**src/hw/rtl/mra_pkg.sv**
```systemverilog
// Shared types, constants and helper functions for the module region allocator.
// Used by the controller, the datapath, the top level and the checker.
// Has no dependencies.
package mra_pkg;

    localparam int SLOT_COUNT = 8;
    localparam int PAGE_BYTES = 4096;

    localparam int ADDR_W  = 48;
    localparam int SIZE_W  = 32;
    localparam int ID_W    = 32;
    localparam int STAT_W  = 3;
    localparam int SLOT_OUT_W = 3;
    localparam int SLOT_W  = (SLOT_COUNT > 1) ? $clog2(SLOT_COUNT) : 1;
    localparam int CNT_W   = $clog2(SLOT_COUNT + 1);
    localparam int PAGE_W  = $clog2(PAGE_BYTES);
    localparam int SPAN_W  = SIZE_W + 2;
    localparam int SUM_W   = ADDR_W + 1;
    localparam int CFG_IDX_W = 1;

    localparam logic ACTION_LOAD   = 1'b0;
    localparam logic ACTION_LOOKUP = 1'b1;

    localparam logic [CFG_IDX_W-1:0] CFG_ALLOC_BASE  = 1'b0;
    localparam logic [CFG_IDX_W-1:0] CFG_ALLOC_LIMIT = 1'b1;

    localparam logic [STAT_W-1:0] STATUS_OK         = 3'd0;
    localparam logic [STAT_W-1:0] STATUS_CODE_FULL  = 3'd1;
    localparam logic [STAT_W-1:0] STATUS_STACK_FULL = 3'd2;
    localparam logic [STAT_W-1:0] STATUS_BOTH_FULL  = 3'd3;
    localparam logic [STAT_W-1:0] STATUS_TABLE_FULL = 3'd4;

    localparam logic [ADDR_W-1:0] ALLOC_BASE_RESET  = 48'h0000_4000_0000;
    localparam logic [ADDR_W-1:0] ALLOC_LIMIT_RESET = 48'h0000_8000_0000;

    typedef struct packed {
        logic              action;
        logic [ID_W-1:0]   new_module_id;
        logic [SIZE_W-1:0] new_code_size;
        logic [SIZE_W-1:0] new_stack_size;
        logic [ADDR_W-1:0] probe_address;
    } in_item_t;

    typedef struct packed {
        logic [STAT_W-1:0]     status;
        logic                  hit;
        logic [SLOT_OUT_W-1:0] slot;
        logic [ID_W-1:0]       found_module_id;
        logic [ADDR_W-1:0]     code_start;
        logic [SIZE_W-1:0]     code_length;
        logic [ADDR_W-1:0]     stack_start;
        logic [SIZE_W-1:0]     stack_length;
    } out_item_t;

    typedef struct packed {
        logic start;
        logic code_step;
        logic stack_step;
        logic mark_full;
        logic read;
        logic scan_next;
        logic mark_hit;
        logic finish;
    } dp_cmd_t;

    typedef struct packed {
        logic is_lookup;
        logic full;
        logic scan_end;
        logic match;
    } dp_sts_t;

    typedef enum logic [2:0] {
        S_IDLE,
        S_CODE,
        S_STACK,
        S_READ,
        S_CHECK,
        S_DONE
    } ctl_state_t;

    function automatic logic [SPAN_W-1:0] page_round(input logic [SPAN_W-1:0] bytes);
        logic [SPAN_W-1:0] sum;
        sum = bytes + SPAN_W'(PAGE_BYTES - 1);
        return {sum[SPAN_W-1:PAGE_W], PAGE_W'(0)};
    endfunction

endpackage

```
**src/hw/rtl/module_region_allocator.sv**
```systemverilog
// A load runs the code and then the stack bump step before its result is registered, and the
// next transaction is accepted once the result register is loaded; a full table skips both steps.
// A lookup scans the used slots in order until a hit or the end, then registers its result;
// each scanned slot costs one registered table read and one range compare.
// One transaction is in flight at a time; a stalled result delays the next acceptance.
// Reset (rst_n low, asynchronous) reloads the bump pointer, empties the table and both registers.
module module_region_allocator (
    input  logic                          clk,
    input  logic                          rst_n,
    input  logic                          cfg_write_en,
    input  logic [mra_pkg::CFG_IDX_W-1:0] cfg_index,
    input  logic [mra_pkg::ADDR_W-1:0]    cfg_data,
    input  logic                          in_valid,
    output logic                          in_stall,
    input  mra_pkg::in_item_t             in_data,
    output logic                          out_valid,
    input  logic                          out_stall,
    output mra_pkg::out_item_t            out_data
);
    import mra_pkg::*;

    dp_cmd_t cmd;
    dp_sts_t sts;

    mra_controller u_ctl (
        .clk       (clk),
        .rst_n     (rst_n),
        .in_valid  (in_valid),
        .in_stall  (in_stall),
        .out_valid (out_valid),
        .out_stall (out_stall),
        .sts       (sts),
        .cmd       (cmd)
    );

    mra_datapath u_dp (
        .clk          (clk),
        .rst_n        (rst_n),
        .cfg_write_en (cfg_write_en),
        .cfg_index    (cfg_index),
        .cfg_data     (cfg_data),
        .in_data      (in_data),
        .cmd          (cmd),
        .sts          (sts),
        .out_data     (out_data)
    );

endmodule

```
**src/hw/rtl/mra_controller.sv**
```systemverilog
// Controller state machine of the module region allocator.
// Sequences loads and lookups and owns the result valid flag.
// Depends on mra_pkg.
module mra_controller (
    input  logic             clk,
    input  logic             rst_n,
    input  logic             in_valid,
    output logic             in_stall,
    output logic             out_valid,
    input  logic             out_stall,
    input  mra_pkg::dp_sts_t sts,
    output mra_pkg::dp_cmd_t cmd
);
    import mra_pkg::*;

    ctl_state_t state_reg;
    ctl_state_t state_next;
    logic       out_valid_reg;
    logic       out_valid_next;
    logic       out_free;

    assign in_stall  = (state_reg != S_IDLE);
    assign out_valid = out_valid_reg;
    assign out_free  = !out_valid_reg || !out_stall;

    always_ff @(posedge clk or negedge rst_n)
    begin
        if (!rst_n)
        begin
            state_reg     <= S_IDLE;
            out_valid_reg <= 1'b0;
        end
        else
        begin
            state_reg     <= state_next;
            out_valid_reg <= out_valid_next;
        end
    end

    always_comb
    begin
        state_next     = state_reg;
        cmd            = '0;
        out_valid_next = out_valid_reg && out_stall;
        unique case (state_reg)
            S_IDLE:
            begin
                if (in_valid)
                begin
                    cmd.start  = 1'b1;
                    state_next = S_CODE;
                end
            end
            S_CODE:
            begin
                if (sts.is_lookup)
                begin
                    state_next = S_READ;
                end
                else if (sts.full)
                begin
                    cmd.mark_full = 1'b1;
                    state_next    = S_DONE;
                end
                else
                begin
                    cmd.code_step = 1'b1;
                    state_next    = S_STACK;
                end
            end
            S_STACK:
            begin
                cmd.stack_step = 1'b1;
                state_next     = S_DONE;
            end
            S_READ:
            begin
                if (sts.scan_end)
                begin
                    state_next = S_DONE;
                end
                else
                begin
                    cmd.read   = 1'b1;
                    state_next = S_CHECK;
                end
            end
            S_CHECK:
            begin
                if (sts.match)
                begin
                    cmd.mark_hit = 1'b1;
                    state_next   = S_DONE;
                end
                else
                begin
                    cmd.scan_next = 1'b1;
                    state_next    = S_READ;
                end
            end
            S_DONE:
            begin
                if (out_free)
                begin
                    cmd.finish     = 1'b1;
                    out_valid_next = 1'b1;
                    state_next     = S_IDLE;
                end
            end
            default:
            begin
                state_next = S_IDLE;
            end
        endcase
    end

endmodule

```
**src/hw/rtl/mra_datapath.sv**
```systemverilog
// Datapath of the module region allocator: bump pointer, region table,
// range compare and result register.
// Depends on mra_pkg.
module mra_datapath (
    input  logic                                clk,
    input  logic                                rst_n,
    input  logic                                cfg_write_en,
    input  logic [mra_pkg::CFG_IDX_W-1:0]       cfg_index,
    input  logic [mra_pkg::ADDR_W-1:0]          cfg_data,
    input  mra_pkg::in_item_t                   in_data,
    input  mra_pkg::dp_cmd_t                    cmd,
    output mra_pkg::dp_sts_t                    sts,
    output mra_pkg::out_item_t                  out_data
);
    import mra_pkg::*;

    typedef struct packed {
        logic [ID_W-1:0]   owner;
        logic [ADDR_W-1:0] cbase;
        logic [SIZE_W-1:0] clen;
        logic [ADDR_W-1:0] sbase;
        logic [SIZE_W-1:0] slen;
    } entry_t;

    entry_t            table_mem [SLOT_COUNT];
    entry_t            rd_reg;

    logic [ADDR_W-1:0] alloc_limit_reg;
    logic [ADDR_W-1:0] next_free_reg;
    logic [CNT_W-1:0]  used_reg;

    in_item_t          item_reg;
    logic [SPAN_W-1:0] code_span_reg;
    logic [SPAN_W-1:0] stack_span_reg;
    logic [ADDR_W-1:0] cbase_reg;
    logic [ADDR_W-1:0] sbase_reg;
    logic              code_ok_reg;
    logic              stack_ok_reg;
    logic              full_reg;
    logic              hit_reg;
    logic [CNT_W-1:0]  scan_reg;
    out_item_t         out_reg;

    logic [SPAN_W-1:0] step_span;
    logic [SUM_W-1:0]  bump_sum;
    logic              bump_fits;
    logic [SUM_W-1:0]  region_end;
    logic              commit;
    entry_t            new_entry;
    out_item_t         res;

    assign step_span  = cmd.code_step ? code_span_reg : stack_span_reg;
    assign bump_sum   = {1'b0, next_free_reg} + SUM_W'(step_span);
    assign bump_fits  = (bump_sum <= {1'b0, alloc_limit_reg});
    assign region_end = {1'b0, rd_reg.cbase} + SUM_W'(rd_reg.clen);

    assign sts.is_lookup = (item_reg.action == ACTION_LOOKUP);
    assign sts.full      = (used_reg >= CNT_W'(SLOT_COUNT));
    assign sts.scan_end  = (scan_reg >= used_reg);
    assign sts.match     = (item_reg.probe_address >= rd_reg.cbase)
                        && ({1'b0, item_reg.probe_address} < region_end);

    assign commit = cmd.finish && (item_reg.action == ACTION_LOAD) && !full_reg
                 && code_ok_reg && stack_ok_reg;

    assign new_entry.owner = item_reg.new_module_id;
    assign new_entry.cbase = cbase_reg;
    assign new_entry.clen  = item_reg.new_code_size;
    assign new_entry.sbase = sbase_reg;
    assign new_entry.slen  = item_reg.new_stack_size;

    always_comb
    begin
        res = '0;
        if (item_reg.action == ACTION_LOOKUP)
        begin
            if (hit_reg)
            begin
                res.status          = STATUS_OK;
                res.hit             = 1'b1;
                res.slot            = SLOT_OUT_W'(scan_reg);
                res.found_module_id = rd_reg.owner;
                res.code_start      = rd_reg.cbase;
                res.code_length     = rd_reg.clen;
                res.stack_start     = rd_reg.sbase;
                res.stack_length    = rd_reg.slen;
            end
        end
        else if (full_reg)
        begin
            res.status = STATUS_TABLE_FULL;
        end
        else if (!code_ok_reg && !stack_ok_reg)
        begin
            res.status = STATUS_BOTH_FULL;
        end
        else if (!code_ok_reg)
        begin
            res.status = STATUS_CODE_FULL;
        end
        else if (!stack_ok_reg)
        begin
            res.status = STATUS_STACK_FULL;
        end
        else
        begin
            res.status          = STATUS_OK;
            res.slot            = SLOT_OUT_W'(used_reg);
            res.found_module_id = new_entry.owner;
            res.code_start      = new_entry.cbase;
            res.code_length     = new_entry.clen;
            res.stack_start     = new_entry.sbase;
            res.stack_length    = new_entry.slen;
        end
    end

    always_ff @(posedge clk or negedge rst_n)
    begin
        if (!rst_n)
        begin
            alloc_limit_reg <= ALLOC_LIMIT_RESET;
            next_free_reg   <= ALLOC_BASE_RESET;
            used_reg        <= '0;
        end
        else
        begin
            if (cfg_write_en && (cfg_index == CFG_ALLOC_BASE))
            begin
                next_free_reg <= cfg_data;
            end
            else if ((cmd.code_step || cmd.stack_step) && bump_fits)
            begin
                next_free_reg <= bump_sum[ADDR_W-1:0];
            end
            if (cfg_write_en && (cfg_index == CFG_ALLOC_LIMIT))
            begin
                alloc_limit_reg <= cfg_data;
            end
            if (commit)
            begin
                used_reg <= used_reg + CNT_W'(1);
            end
        end
    end

    always_ff @(posedge clk)
    begin
        if (cmd.start)
        begin
            item_reg       <= in_data;
            code_span_reg  <= page_round(SPAN_W'(in_data.new_code_size));
            stack_span_reg <= page_round(SPAN_W'(in_data.new_stack_size)
                                         + SPAN_W'(PAGE_BYTES));
            code_ok_reg    <= 1'b0;
            stack_ok_reg   <= 1'b0;
            full_reg       <= 1'b0;
            hit_reg        <= 1'b0;
            scan_reg       <= '0;
        end
        if (cmd.mark_full)
        begin
            full_reg <= 1'b1;
        end
        if (cmd.code_step)
        begin
            code_ok_reg <= bump_fits;
            cbase_reg   <= next_free_reg;
        end
        if (cmd.stack_step)
        begin
            stack_ok_reg <= bump_fits;
            sbase_reg    <= next_free_reg + ADDR_W'(PAGE_BYTES);
        end
        if (cmd.mark_hit)
        begin
            hit_reg <= 1'b1;
        end
        if (cmd.scan_next)
        begin
            scan_reg <= scan_reg + CNT_W'(1);
        end
        if (cmd.read)
        begin
            rd_reg <= table_mem[scan_reg[SLOT_W-1:0]];
        end
        if (commit)
        begin
            table_mem[used_reg[SLOT_W-1:0]] <= new_entry;
        end
        if (cmd.finish)
        begin
            out_reg <= res;
        end
    end

    assign out_data = out_reg;

endmodule

```
**config.mk**
```make
export PLATFORM = sky130hd
export DESIGN_NAME = module_region_allocator
export DESIGN_NICKNAME = d
export VERILOG_FILES = /design/src/hw/rtl/mra_pkg.sv /design/src/hw/rtl/module_region_allocator.sv /design/src/hw/rtl/mra_controller.sv /design/src/hw/rtl/mra_datapath.sv
export SDC_FILE = /design/constraint.sdc
export NUM_CORES = 2
export LEC_CHECK = 0
export BUFFER_PORTS_ARGS = -buffer_cell sky130_fd_sc_hd__buf_2
export CAP_MARGIN = 20
export CORE_ASPECT_RATIO = 1.75
export CORE_MARGIN = 2
export CORE_UTILIZATION = 60
export CTS_CLUSTER_SIZE = 28
export DETAILED_ROUTE_END_ITERATION = 12
export PLACE_DENSITY = 0.77
export SLEW_MARGIN = 20
export SYNTH_ARGS = -nofsm -noshare
export SYNTH_HDL_FRONTEND = slang
export SYNTH_HIERARCHICAL = 1
export SYNTH_SLANG_ARGS = --single-unit
export TNS_END_PERCENT = 30
```
**constraint.sdc**
```tcl
create_clock -name clk -period 79.6 [get_ports clk]
set_clock_uncertainty 0.15 [all_clocks]
set_input_delay 0 -clock clk [delete_from_list [all_inputs] [get_ports clk]]
set_output_delay 0 -clock clk [all_outputs]
set_load 0.005 [all_outputs]
```
==> summary.md <==
| Metric | Value |
|---|---|
| Initial DRC Count | `5,126` |
| Share of layout cells above drive strength 1 | `25.16%` |
| Req. time, crit path | `80,170 ps` |
| Mapped Cells | `4,722` |
| Num CTS Buffers | `204` |
| Status | `finished, final reports clean` |
| Clock power share | `31.5%` |
| Setup TNS | `0 ps` |
| Slowest CP cell | `buf_4` |
| # DRC | `0` |
| Area Overhead vs Synth | `16.71%` |
| Rows | `190` |
| Delay-heaviest family, CP | `compound AO/OA/AOI/OAI gates` |
| Initial antenna violation count | `41` |
| CTS tree | `built` |
| Final worst slack | `71,260 ps` |
| Max Slew Vio Count | `0` |
| Total Power | `0.003125 W` |
| Post-Syn Area | `92,630 µm²` |
| Fill count | `9,136` |
| I/O Pins | `400` |
| Die height | `523.8 µm` |
| Post-Layout Cell Count | `7,827` |
| Slowest stage delay, CP | `690 ps` |
| Worst-Margin Slew | `1154 ps` |
| Clock Sinks | `2,322` |
| Clock period minus worst slack | `8343 ps` |
| CP Capture Type | `flip-flop` |
| Area of the die | `157,700 µm²` |
| PD cells | `28.91 nW/µm²` |
| CTS resizes | `0` |
| DRT Wirelength | `234.7 mm` |
| Largest net degree at the start of global routing | `149` |
| Fin area | `108,100 µm²` |
| Vias in the first global route | `51,428` |
| CP Class | `flip-flop to flip-flop` |
| Worst-path clk slew | `70 ps` |
| Global route overflow | `0` |
| Post-route ant nets | `0` |
| Pre-CTS setup slack | `71,860 ps` |
| DIE WIDTH | `301.0 µm` |
| GR Util All Layers | `29.84%` |
| WP buf/inv | `3` |
| Post-Synthesis Net Count | `5,127` |
| First-pass GRT wire length | `339.9 mm` |
| LEAKAGE | `37.10 nW` |
| Sw frac | `27.09%` |
| Ys async rst share | `4.479%` |
| Worst-Skew Late Latency | `860 ps` |
| Port bufs | `399` |
| Maximum vdd drop | `34.92 µV` |
| Post-synth EDFFs | `2,216` |
| Slew headroom | `22.53%` |
| CTS Buffer Depth | `4` |
| Sequential share of power | `49.1%` |
| Switching Power | `0.0008467 W` |
| Setup Fix Bufs, Post-CTS | `0` |
| Hold Crit Class | `input pin to flip-flop` |
| Post-Place Cells | `7,004` |
| WL/cell | `29.98 µm` |
| Via count | `50,401` |
| Initial Util | `60.41%` |
| Avg Inst Size Synth | `19.62 µm²` |
| Fmax | `119.9 MHz` |
| Routed vias/inst | `6.439` |
| Synth unique cells | `84` |
| Total of warnings raised by yosys | `6` |
| DP Area | `97,070 µm²` |
| Clock Tree Root | `clkbuf_16` |
| Endpoints failing hold | `0` |
| Pre-antenna DRT Iters | `5` |
| Period utilization | `10.48%` |
| H-tree lvl count | `4` |
| Combinational group share of total power | `19.4%` |
| Post-layout nets | `6,043` |
| Flops & latches, synth | `2,322` |
| Routability cong. | `0.9404` |
| Post-synth top flop | `edfxtp_1` |
| CP max FO | `60` |
| CP arrival | `8920 ps` |
| Sequential-to-total area share from yosys stat | `74.69%` |
| P_int | `0.002278 W` |
| Critical path launch point type | `flip-flop` |
| # setup viols final | `0` |
| RSZ-0062 raised after global routing | `false` |
| Maxcap violations | `0` |
| Max reg flops | `1,536` |
| Post-DP HPWL | `131.0 mm` |
| Core Box Area | `153,300 µm²` |
## stage by stage
stage | hold slack [ps] | util [%]
6_report | 38.71 | 70.51
5_1_grt | 18.66 | 70.49
4_1_cts | 0.1490 | 70.48
3_5_place_dp | -39.57 | 63.31
3_3_place_gp | -51.14 | 63.31
2_1_floorplan | -445.6 | -
## worst reg2reg max path, delay by kind of cell, from the launching register on
kind	cells	cell delay [ps]
compound gates	10	2410
xor+xnor	1	130
fa+ha+maj	3	980
buf+inv	3	1780
flops	1	520
mux	2	720
simple gates	6	1570
## cells by family (layout without fill, tap and decap cells)
logic type / after synthesis / in the layout / share of synthesized area, %
flops: 2322 / 2322 / 74.69
mux: 666 / 666 / 12.74
simple gates: 516 / 516 / 2.756
compound gates: 510 / 510 / 4.005
buf+inv: 331 / 1407 / 1.391
fa+ha+maj: 206 / 206 / 2.799
xor+xnor: 171 / 171 / 1.617
other cells: 0 / 13 / 0
## power groups by stage
| stage | Combinational (W) | Clock [W] | Sequential [W] |
|---|---|---|---|
| 2_1_floorplan | 0.000400 | 0 | 0.00155 |
| 3_3_place_gp | 0.000569 | 0 | 0.00156 |
| 3_5_place_dp | 0.000579 | 0 | 0.00156 |
| 4_1_cts | 0.000607 | 0.000992 | 0.00153 |
| 5_1_grt | 0.000652 | 0.00104 | 0.00154 |
| 6_report | 0.000606 | 0.000984 | 0.00154 |
## layout by cell type, fill, tap and decap left out, drive strengths merged, types with 21 or more instances in the layout
| cell type | count |
|---|---|
| dfrtp | 102 |
| clkbuf | 244 |
| nor3 | 37 |
| clkinv | 79 |
| mux2 | 263 |
| mux4 | 384 |
| nand2 | 172 |
| dlygate4sd3 | 443 |
| a21oi | 96 |
| o21ai | 87 |
| and3 | 21 |
| a21o | 48 |
| xor2 | 51 |
| edfxtp | 2216 |
| xnor2 | 120 |
| nand3 | 68 |
| ha | 204 |
| nor2 | 84 |
| nand4 | 44 |
| inv | 139 |
| a22o | 192 |
| buf | 465 |
## per-layer routing
layer	GRT usage [%]	part of all wire (%)	up-vias
met5	0	0.19	-
met4	11.05	3.8	64
li1	-	-	20912
met3	5.669	9.0	521
met1	38.58	36	25971
met2	50.72	51	2933
## synthesized netlist by cell type, types with 3 or more instances
cell / count / area, µm²
nand2b_1: 12 / 75.07
nand3_1: 68 / 340.3
mux4_2: 384 / 8648
o2111ai_1: 4 / 35.03
buf_1: 46 / 172.7
o22ai_1: 3 / 18.77
and4_1: 11 / 96.34
o211ai_1: 8 / 60.06
o21a_1: 8 / 60.06
nor2_1: 84 / 315.3
o21bai_1: 6 / 45.04
xnor2_1: 120 / 1051
dfrtp_1: 102 / 2552
ha_1: 204 / 2552
a211o_1: 4 / 35.03
nor3_1: 34 / 170.2
o21ai_0: 80 / 400.4
nand4_1: 44 / 275.3
or2_2: 5 / 31.28
a211oi_1: 10 / 75.07
nor4_1: 14 / 87.58
mux2i_1: 19 / 190.2
buf_6: 3 / 33.78
nor2b_1: 15 / 93.84
a21oi_1: 96 / 480.5
and2_1: 10 / 62.56
nand3b_1: 3 / 22.52
a22o_1: 192 / 1682
xor2_1: 51 / 446.7
and3_1: 21 / 131.4
a21o_1: 48 / 360.4
inv_1: 133 / 499.2
a31oi_1: 8 / 50.05
o21ai_1: 6 / 30.03
clkbuf_1: 134 / 503.0
buf_2: 13 / 65.06
mux2_2: 263 / 2962
edfxtp_1: 2216 / 66540
nor3_2: 3 / 30.03
or3_1: 5 / 31.28
nand2_1: 172 / 645.6
## repair_timing
action | 4_1_cts | 5_1_grt
hold endpoints to repair | 512 | 0
setup endpoints to repair | 0 | 0
hold buffers | 444 | 0
## layout make-up
type | instances | area (µm²) | area share (%)
Sequential cell | 2322 | 69190 | 64.00
Multi-Input combinational cell | 2069 | 22250 | 20.58
Inverter | 133 | 499.2 | 0.4618
Timing Repair Buffer | 908 | 7074 | 6.544
Clock inverter | 122 | 1154 | 1.067
Antenna cell | 13 | 32.53 | 0.03009
Clock buffer | 244 | 5390 | 4.986
Tap cell | 2016 | 2522 | 2.333
## final timing paths
check,to,cells past startpoint,start,slack (ps)
worst min register to register,u_dp/hit_reg$_SDFFE_PP1P_,1,u_dp/hit_reg$_SDFFE_PP1P_,320
max in group asynchronous,u_ctl/state_reg[0]$_DFFE_PN0P_,4,rst_n,78340
min in group asynchronous,u_dp/next_free_reg[30]$_DFFE_PN1P_,3,rst_n,180
worst min-delay path,u_dp/code_span_reg[22]$_DFFE_PP_,3,in_data[102],40
worst max register to register,u_dp/next_free_reg[32]$_DFFE_PN0P_,25,u_ctl/state_reg[1]$_DFFE_PN0P_,71260
worst max-delay path,u_dp/next_free_reg[32]$_DFFE_PN0P_,25,u_ctl/state_reg[1]$_DFFE_PN0P_,71260
(Power assumes the default switching activity.)
